**config.mk**
```make
export PLATFORM = sky130hd
export DESIGN_NAME = task_liveness_watchdog_feeder
export DESIGN_NICKNAME = d
export VERILOG_FILES = /design/src/hdl/tlwd_pkg.sv /design/src/hdl/tlwd_delta_cmp.sv /design/src/hdl/task_liveness_watchdog_feeder.sv
export SDC_FILE = /design/constraint.sdc
export NUM_CORES = 1
export LEC_CHECK = 0
export BUFFER_PORTS_ARGS = -buffer_cell sky130_fd_sc_hd__buf_4
export CELL_PAD_IN_SITES_DETAIL_PLACEMENT = 0
export CELL_PAD_IN_SITES_GLOBAL_PLACEMENT = 1
export CORE_ASPECT_RATIO = 1.2
export CORE_MARGIN = 5
export CORE_UTILIZATION = 40
export CTS_CLUSTER_SIZE = 28
export DETAILED_ROUTE_END_ITERATION = 6
export GPL_TIMING_DRIVEN = 1
export PLACE_DENSITY_LB_ADDON = 0.1
export SYNTH_ARGS = -nofsm -noshare
export SYNTH_HDL_FRONTEND = slang
export SYNTH_SLANG_ARGS = --single-unit
export TNS_END_PERCENT = 30
```
**constraint.sdc**
```tcl
create_clock -name i_clk -period 10.81 [get_ports i_clk]
set_input_delay 0 -clock i_clk [delete_from_list [all_inputs] [get_ports i_clk]]
set_output_delay 0 -clock i_clk [all_outputs]
set_load 0.03 [all_outputs]
```
**src/hdl/tlwd_pkg.sv**
```systemverilog
// ----------------------------------------------------------------------------
// tlwd_pkg: shared types and constants for the task liveness watchdog feeder
// Holds opcode and status codes, sequencer states, field widths and the
// result word of the shared delta compare unit.
// ----------------------------------------------------------------------------
`default_nettype none

package tlwd_pkg;

    localparam int TIME_W   = 32;
    localparam int LIMIT_W  = 16;
    localparam int OP_W     = 2;
    localparam int TASK_W   = 8;
    localparam int STATUS_W = 2;
    localparam int CFG_IDX_W = 1;

    localparam int TASK_COUNT_DEF = 8;

    // Reset values of the configuration registers
    localparam logic [LIMIT_W-1:0] TASK_WINDOW_RST = LIMIT_W'(500);
    localparam logic [LIMIT_W-1:0] FEED_PERIOD_RST = LIMIT_W'(100);

    // Stream word widths (padded to whole bytes)
    localparam int S_TDATA_W = 40;   // task_index, now_ms
    localparam int M_TDATA_W = 8;    // feed, stall_seen, status

    typedef enum logic [CFG_IDX_W-1:0] {
        REG_TASK_WINDOW = 1'b0,
        REG_FEED_PERIOD = 1'b1
    } t_cfg_reg;

    typedef enum logic [OP_W-1:0] {
        OP_INIT   = 2'd0,
        OP_ENABLE = 2'd1,
        OP_REPORT = 2'd2,
        OP_POLL   = 2'd3
    } t_opcode;

    typedef enum logic [STATUS_W-1:0] {
        ST_OK       = 2'd0,
        ST_NOT_INIT = 2'd1,
        ST_BAD_TASK = 2'd2
    } t_status;

    typedef enum logic [2:0] {
        S_IDLE,
        S_INIT,
        S_THROTTLE,
        S_SCAN,
        S_DRAIN,
        S_DONE
    } t_state;

    // Result of one pass through the shared delta compare unit
    typedef struct packed {
        logic below;   // (a - b) <  limit
        logic above;   // (a - b) >  limit
    } t_cmp_res;

    typedef struct packed {
        logic    feed;
        logic    stall_seen;
        t_status status;
    } t_result;

endpackage

`default_nettype wire

```
**src/hdl/tlwd_delta_cmp.sv**
```systemverilog
// ----------------------------------------------------------------------------
// tlwd_delta_cmp: shared elapsed-time compare unit
// Takes a wrapping time difference and compares it against a 16-bit limit.
// ----------------------------------------------------------------------------
`default_nettype none

module tlwd_delta_cmp (
    input  wire logic [tlwd_pkg::TIME_W-1:0]  i_now,
    input  wire logic [tlwd_pkg::TIME_W-1:0]  i_stamp,
    input  wire logic [tlwd_pkg::LIMIT_W-1:0] i_limit,
    output tlwd_pkg::t_cmp_res                o_res
);
    import tlwd_pkg::*;

    logic [TIME_W-1:0] delta;
    logic [TIME_W-1:0] limit_ext;

    // Difference wraps modulo 2^32
    assign delta     = i_now - i_stamp;
    assign limit_ext = {{(TIME_W-LIMIT_W){1'b0}}, i_limit};

    assign o_res.below = (delta < limit_ext);
    assign o_res.above = (delta > limit_ext);

endmodule

`default_nettype wire

```
**src/hdl/task_liveness_watchdog_feeder.sv**
```systemverilog
// ----------------------------------------------------------------------------
// task_liveness_watchdog_feeder: windowed task liveness watchdog supervisor
// Tracks TASK_COUNT tasks and decides when the hardware watchdog is fed.
//
// Input stream: tuser carries the opcode (init, enable, report, poll), tdata
// carries the task index and the current millisecond time. Every word gives
// exactly one result word on the output stream: feed, stall_seen, status.
// Configuration: plain write port, index 0 task window, index 1 feed period;
// write only while the block is idle.
//
// State path, from input acceptance to result held on the output register:
//   enable/report/rejected word : IDLE, DONE
//   init                        : IDLE, INIT (timestamp sweep), DONE
//   poll, throttled             : IDLE, THROTTLE, DONE
//   poll, full scan             : IDLE, THROTTLE, SCAN over every task, DRAIN, DONE
// The poll scan visits one stored timestamp per cycle through a single
// elapsed-time compare unit, which also does the throttle check; the init
// sweep writes one timestamp per cycle through the single memory write port.
// One word is in work at a time: tready is high only while idle.
//
// Reset clears the task enables, the last-feed time and the initialized flag
// and loads the register defaults (window 500 ms, period 100 ms); timestamps
// are undefined until the first init. A stalled receiver holds the result in
// the output register; the next input word is still taken and worked on, and
// its result waits until the register frees.
// ----------------------------------------------------------------------------
`default_nettype none

module task_liveness_watchdog_feeder #(
    parameter int TASK_COUNT = tlwd_pkg::TASK_COUNT_DEF
) (
    input  wire logic                             i_clk,
    input  wire logic                             i_rst_n,
    // Configuration write port
    input  wire logic                             i_cfg_we,
    input  wire logic [tlwd_pkg::CFG_IDX_W-1:0]   i_cfg_addr,
    input  wire logic [tlwd_pkg::LIMIT_W-1:0]     i_cfg_wdata,
    // Input stream
    input  wire logic                             s_axis_tvalid,
    output logic                                  s_axis_tready,
    // [7:0] task_index, [39:8] now_ms
    input  wire logic [tlwd_pkg::S_TDATA_W-1:0]   s_axis_tdata,
    // [1:0] opcode
    input  wire logic [tlwd_pkg::OP_W-1:0]        s_axis_tuser,
    // Output stream
    output logic                                  m_axis_tvalid,
    input  wire logic                             m_axis_tready,
    // [0] feed, [1] stall_seen, [3:2] status, [7:4] zero
    output logic [tlwd_pkg::M_TDATA_W-1:0]        m_axis_tdata
);
    import tlwd_pkg::*;

    localparam int AW = (TASK_COUNT > 1) ? $clog2(TASK_COUNT) : 1;
    localparam logic [TASK_W:0]  TASK_LIMIT = (TASK_W+1)'(TASK_COUNT);
    localparam logic [AW-1:0]    LAST_IDX   = AW'(TASK_COUNT - 1);

    // ---------------------------------------------------------------- state
    t_state                 r_state,     n_state;
    logic [LIMIT_W-1:0]     r_window,    n_window;
    logic [LIMIT_W-1:0]     r_period,    n_period;
    logic [TASK_COUNT-1:0]  r_task_en,   n_task_en;
    logic [TIME_W-1:0]      r_last_feed, n_last_feed;
    logic                   r_init,      n_init;
    logic [TIME_W-1:0]      r_now,       n_now;
    logic [AW-1:0]          r_idx,       n_idx;
    logic                   r_rd_valid,  n_rd_valid;
    logic                   r_rd_en,     n_rd_en;
    logic                   r_stale,     n_stale;
    t_result                r_res,       n_res;
    logic                   r_out_valid, n_out_valid;
    t_result                r_out,       n_out;

    // Timestamp store, read data registered
    logic [TIME_W-1:0]      r_mem [TASK_COUNT];
    logic [TIME_W-1:0]      r_rd_data;
    logic                   mem_we;
    logic [AW-1:0]          mem_waddr;
    logic [TIME_W-1:0]      mem_wdata;

    // Unpacked input word
    t_opcode                in_op;
    logic [TASK_W-1:0]      in_task;
    logic [TIME_W-1:0]      in_now;
    logic                   in_range;
    logic                   accept;

    // Shared compare unit
    logic [TIME_W-1:0]      cmp_stamp;
    logic [LIMIT_W-1:0]     cmp_limit;
    t_cmp_res               cmp_res;
    logic                   stale_hit;
    logic                   stale_all;

    assign in_op    = t_opcode'(s_axis_tuser);
    assign in_task  = s_axis_tdata[TASK_W-1:0];
    assign in_now   = s_axis_tdata[TASK_W +: TIME_W];
    assign in_range = ({1'b0, in_task} < TASK_LIMIT);

    assign s_axis_tready = (r_state == S_IDLE);
    assign accept        = s_axis_tvalid && s_axis_tready;

    assign m_axis_tvalid = r_out_valid;
    assign m_axis_tdata  = {{(M_TDATA_W-4){1'b0}}, r_out.status, r_out.stall_seen, r_out.feed};

    // Throttle check against the last feed, otherwise the scanned timestamp
    assign cmp_stamp = (r_state == S_THROTTLE) ? r_last_feed : r_rd_data;
    assign cmp_limit = (r_state == S_THROTTLE) ? r_period : r_window;

    tlwd_delta_cmp u_cmp (
        .i_now   (r_now),
        .i_stamp (cmp_stamp),
        .i_limit (cmp_limit),
        .o_res   (cmp_res)
    );

    assign stale_hit = r_rd_valid && r_rd_en && cmp_res.above;
    assign stale_all = r_stale || stale_hit;

    // Memory write: init sweep, or the addressed task on enable/report
    always_comb begin
        mem_we    = 1'b0;
        mem_waddr = r_idx;
        mem_wdata = r_now;
        if (r_state == S_INIT) begin
            mem_we = 1'b1;
        end else if (accept && r_init && in_range
                     && (in_op == OP_ENABLE || in_op == OP_REPORT)) begin
            mem_we    = 1'b1;
            mem_waddr = in_task[AW-1:0];
            mem_wdata = in_now;
        end
    end

    always_ff @(posedge i_clk) begin
        if (mem_we) begin
            r_mem[mem_waddr] <= mem_wdata;
        end
        r_rd_data <= r_mem[r_idx];
    end

    // ------------------------------------------------------------ sequencer
    always_comb begin
        n_state     = r_state;
        n_window    = r_window;
        n_period    = r_period;
        n_task_en   = r_task_en;
        n_last_feed = r_last_feed;
        n_init      = r_init;
        n_now       = r_now;
        n_idx       = r_idx;
        n_rd_valid  = 1'b0;
        n_rd_en     = r_rd_en;
        n_stale     = r_stale;
        n_res       = r_res;
        n_out_valid = r_out_valid;
        n_out       = r_out;

        // Drop the result word once taken
        if (r_out_valid && m_axis_tready) begin
            n_out_valid = 1'b0;
        end

        if (i_cfg_we) begin
            case (t_cfg_reg'(i_cfg_addr))
                REG_TASK_WINDOW: n_window = i_cfg_wdata;
                REG_FEED_PERIOD: n_period = i_cfg_wdata;
                default:         n_window = r_window;
            endcase
        end

        case (r_state)
            S_IDLE: begin
                if (accept) begin
                    n_now = in_now;
                    n_res = '{feed: 1'b0, stall_seen: 1'b0, status: ST_OK};
                    n_idx = '0;
                    if (in_op == OP_INIT) begin
                        n_task_en   = '0;
                        n_last_feed = in_now;
                        n_init      = 1'b1;
                        n_res.feed  = 1'b1;
                        n_state     = S_INIT;
                    end else if (!r_init) begin
                        n_res.status = ST_NOT_INIT;
                        n_state      = S_DONE;
                    end else begin
                        case (in_op)
                            OP_ENABLE, OP_REPORT: begin
                                if (!in_range) begin
                                    n_res.status = ST_BAD_TASK;
                                end else if (in_op == OP_ENABLE) begin
                                    n_task_en[in_task[AW-1:0]] = 1'b1;
                                end
                                n_state = S_DONE;
                            end
                            OP_POLL: begin
                                n_state = S_THROTTLE;
                            end
                            default: begin
                                n_state = S_DONE;
                            end
                        endcase
                    end
                end
            end
            S_INIT: begin
                // Stamp one task per cycle with the init time
                n_idx = r_idx + AW'(1);
                if (r_idx == LAST_IDX) begin
                    n_idx   = '0;
                    n_state = S_DONE;
                end
            end
            S_THROTTLE: begin
                if (cmp_res.below) begin
                    n_state = S_DONE;
                end else begin
                    n_stale = 1'b0;
                    n_idx   = '0;
                    n_state = S_SCAN;
                end
            end
            S_SCAN: begin
                // Issue read of r_idx, check the word read last cycle
                n_rd_valid = 1'b1;
                n_rd_en    = r_task_en[r_idx];
                n_stale    = stale_all;
                n_idx      = r_idx + AW'(1);
                if (r_idx == LAST_IDX) begin
                    n_idx   = '0;
                    n_state = S_DRAIN;
                end
            end
            S_DRAIN: begin
                if (stale_all) begin
                    n_res.stall_seen = 1'b1;
                end else begin
                    n_res.feed  = 1'b1;
                    n_last_feed = r_now;
                end
                n_state = S_DONE;
            end
            S_DONE: begin
                // Hold until the output register is free
                if (!r_out_valid || m_axis_tready) begin
                    n_out_valid = 1'b1;
                    n_out       = r_res;
                    n_state     = S_IDLE;
                end
            end
            default: begin
                n_state = S_IDLE;
            end
        endcase
    end

    always_ff @(posedge i_clk) begin
        if (!i_rst_n) begin
            r_state     <= S_IDLE;
            r_window    <= TASK_WINDOW_RST;
            r_period    <= FEED_PERIOD_RST;
            r_task_en   <= '0;
            r_last_feed <= '0;
            r_init      <= 1'b0;
            r_idx       <= '0;
            r_rd_valid  <= 1'b0;
            r_out_valid <= 1'b0;
        end else begin
            r_state     <= n_state;
            r_window    <= n_window;
            r_period    <= n_period;
            r_task_en   <= n_task_en;
            r_last_feed <= n_last_feed;
            r_init      <= n_init;
            r_idx       <= n_idx;
            r_rd_valid  <= n_rd_valid;
            r_out_valid <= n_out_valid;
        end
    end

    always_ff @(posedge i_clk) begin
        r_now   <= n_now;
        r_rd_en <= n_rd_en;
        r_stale <= n_stale;
        r_res   <= n_res;
        r_out   <= n_out;
    end

    // ----------------------------------------------------------- assertions
    a_accept_leaves_idle: assert property (@(posedge i_clk) disable iff (!i_rst_n)
        accept |=> (r_state != S_IDLE))
        else $error("accepted word did not start a sequence");

    a_rd_valid_in_scan: assert property (@(posedge i_clk) disable iff (!i_rst_n)
        r_rd_valid |-> (r_state == S_SCAN || r_state == S_DRAIN))
        else $error("scan read pending outside the scan");

    a_no_enable_before_init: assert property (@(posedge i_clk) disable iff (!i_rst_n)
        !r_init |-> (r_task_en == '0))
        else $error("task enabled before init");

    a_feed_xor_stall: assert property (@(posedge i_clk) disable iff (!i_rst_n)
        r_out_valid |-> !(r_out.feed && r_out.stall_seen))
        else $error("result both feeds and reports a stall");

    a_poll_feed_stamps: assert property (@(posedge i_clk) disable iff (!i_rst_n)
        (r_state == S_DRAIN && !stale_all) |=> (r_last_feed == $past(r_now)))
        else $error("poll feed did not update the last feed time");

endmodule

`default_nettype wire

```
==> impl_metrics.yaml <==
run_status:
  outcome: "finished clean"
logic_synthesis:
  ys.flop_type: "edfxtp_1"
  syn_area_per_cell_sq_um: 13.3
  yosysTopAreaCell: "edfxtp_1"
  ys.warnings.count: 0
  synthTopCellsByArea: "edfxtp_1 48%, dfxtp_1 12%, mux4_2 7.9%, nand2_1 4.9%, mux2i_1 4.3%"
  synth.cell_area_sq_mm: 0.0188
  yosysSeqAreaShare_pct: 59.7
  synth_edf_count: 298
  synth_seq_cells: 411
  synth_common_cells: "298 x edfxtp_1, 245 x nand2_1, 113 x dfxtp_1"
  async_flop_share_pct: 0
  synth_top_area_share_pct: 47.7
  yosysUniqueCellTypes: 75
  yosysMostFrequentCell: "edfxtp_1"
  syn_inst: 1416
final_layout:
  syn2layout_area_growth_pct: 16.9
  n_antenna_cell: 0
  drive_above_1_share_pct: 17.9
  n_fill_cell: 4198
  final_area_sq_mm: 0.0220
  nNetsFinal: 1654
pwr:
  p_leak_nw: 7.73
  p_total_mw: 4.00
  switching_share_pct: 26.5
  ir_worst_vdd_v: 0.000101
  p_seq_share_pct: 45.4
  power.share.clock_pct: 37.5
  combPwrFrac_pct: 17.1
  p_switching_mw: 1.06
  internal_power_mw: 2.94
  power_density_mw_per_mm2: 182
timing:
  skew_ns: 0.0210
  setup_viol: 0
  hold_violations: 0
  max-slew-margin-rel_pct: 23.4
  maxSlewViolCount: 0
  fin_crit_ns: 6.25
  fin_ws_ns: 4.56
  worstMarginPinSlew_ns: 1.15
  tns_ns: 0
  grt_setup_unrepaired: "false"
  fmax_mhz: 160
  fin_crit_sh_pct: 57.8
global_routing:
  grt_pass1_vias: 12000
  overflow: 0
  grt_pass1_wl_um: 74000
  grt_start_max_net_pins: 76
  grt_use_total_pct: 18.6
  antenna_found_initial: 0
job:
  maxCapViolations: 0
setup_path:
  rrSetupSlack_ns: 4.56
  crit_path_max_fanout: 49
  critPathLaunchType: "register"
  cp.arrival_ns: 6.66
  worstSetupEndpointType: "register"
  r2r-start: "r_state[1]$_SDFFE_PN0P_"
  crit_start: "r_state[1]$_SDFFE_PN0P_"
  worstSetupEndpoint: "r_last_feed[28]$_SDFFE_PN0P_"
  required_ns: 11.22
  timing.rr.end: "r_last_feed[28]$_SDFFE_PN0P_"
  ff2ff_path_depth: 20
  path_class: "reg -> reg"
die:
  coreArea_sq_mm: 0.0467
  die_area_sq_mm: 0.0514
  rows: 87
  initial_core_util_pct: 40.2
  io_pins: 74
  die_w_um: 208
  die_h_um: 247
detailed_routing:
  drc: 0
  drtIter0Drc: 637
  routed_via_density: 5.27
  wl_met1_um: 22400
  avgRoutedWirePerCell_um: 21.7
  wl_met3_um: 1990
  maxUsedRoutingLayer: "met4"
  dr_wl_met2_um: 22000
  wl_um: 47700
  detail-route-antenna-nets: 0
  num_vias: 11600
  first_pass_iters: 5
clock_network:
  clk_path_buf_depth: 3
  post_cts_buffers: 0
  cts-buffers-inserted: 44
  htree_levels: 2
  numClockSinks: 411
  clk_pin_slew_worst_paths_ns: 0.06
  cts_tree: "done"
  cts_root_buf: "clkbuf_16"
  clk-insertion-delay-late_ns: 0.57
min_path:
  hp-class: "in -> reg"
place:
  dpl_worst_slack_ns: 4.49
  place_congestion: 0.819
  dp_hpwl_um: 31600
  placed_area_sq_mm: 0.0199
  io_buffer_count: 69
[cells by family after synthesis]
group | after synthesis | share of synthesized area [%]
simple gates | 425 | 10.2
flops | 411 | 59.7
compound gates | 228 | 8.49
mux | 181 | 14.3
buf+inv | 96 | 2.69
fa+ha+maj | 53 | 3.57
xor+xnor | 21 | 0.980
other cells | 1 | 0.0200
[power groups by stage]
| stage | clock, mW | sequential [mW] | combinational, mW |
|---|---|---|---|
| after CTS | 1.54 | 1.82 | 0.693 |
| after global placement | 0 | 1.85 | 0.669 |
| after detailed placement | 0 | 1.85 | 0.671 |
| after global routing | 1.61 | 1.83 | 0.767 |
| after floorplan | 0 | 1.82 | 0.502 |
| final | 1.50 | 1.82 | 0.685 |
[worst min-delay path by stage]
stage / start / to / slack (ns) / cells after the start
finish: s_axis_tdata[3] / r_res[1]$_SDFFCE_PP0P_ / 0.04 / 4
global route: s_axis_tdata[3] / r_res[1]$_SDFFCE_PP0P_ / 0.05 / 4
CTS: s_axis_tdata[3] / r_res[1]$_SDFFCE_PP0P_ / 0.001 / 4
detailed placement: s_axis_tdata[31] / r_now[23]$_DFFE_PP_ / 0.19 / 1
global placement: s_axis_tdata[12] / r_now[4]$_DFFE_PP_ / 0.20 / 1
floorplan: s_axis_tdata[8] / r_now[0]$_DFFE_PP_ / 0.1 / 0
[routing by layer]
layer | track usage, % | vias up
met1 | 26.3 | 5730
met3 | 3.27 | 72
met5 | 0 | -
met4 | 5.39 | 0
met2 | 29.9 | 201
li1 | - | 5566
[registers in the layout, summed over array words and instances (netlist names)]
signal / flops
r_rd_valid: 1
r_res: 4
r_now: 32
r_idx: 3
r_task_en: 8
r_rd_data: 32
r_mem: 256
m_axis_tvalid: 1
r_rd_en: 1
r_last_feed: 32
r_period: 16
m_axis_tdata: 4
r_stale: 1
r_window: 16
r_state: 3
r_init: 1
[final cells by class]
type	instances	area (sq um)	area share [%]
flip-flops and latches	411	11200	51.1
multi-input cells	912	7140	32.5
repair buffers	152	1300	5.94
clock buffers	66	1250	5.71
well taps	623	779	3.55
clock inverters	15	193	0.878
inverters	16	60.1	0.274
[critical path: stages (launching register included)]
cell and delay, ns:
dfxtp_1 0.55, nor3b_2 0.23, buf_4 0.72, mux2_2 0.31
ha_1 0.15, inv_1 0.05, fa_1 0.42, a211oi_1 0.33
o21ai_1 0.18, a21oi_1 0.19, xnor2_1 0.15, ha_1 0.27
a21o_1 0.16, a21o_1 0.18, a21oi_1 0.13, nor2b_1 0.06
o32ai_1 0.56, a31oi_1 0.15, or3_2 0.48, o21a_2 0.57
mux2i_1 0.24
[per-stage QoR]
stage               cells  util, %  hold WS [ns]
floorplan            1419        -        0.0989
global placement     2049     42.5         0.196
detailed placement   2049     42.5         0.195
CTS                  2195     47.0       0.00143
global route         2195     47.0        0.0474
finish               2195     47.0        0.0422
[cells in the final DEF (no fill, tap or decap), drive strengths merged, types with 38 or more instances in the layout]
| cell | instances |
|---|---|
| mux4 | 66 |
| dfxtp | 113 |
| dlygate4sd3 | 65 |
| nand2b | 38 |
| buf | 87 |
| mux2i | 80 |
| ha | 52 |
| nand2 | 246 |
| a21oi | 56 |
| nor2 | 52 |
| o211ai | 39 |
| edfxtp | 298 |
| clkbuf | 66 |
[what timing repair did]
action | in CTS | in global routing
resized for setup | 0 | 0
endpoints found under the hold margin | 325 | 0
hold buffers | 65 | 0
Power figures use the tool's default switching activity.
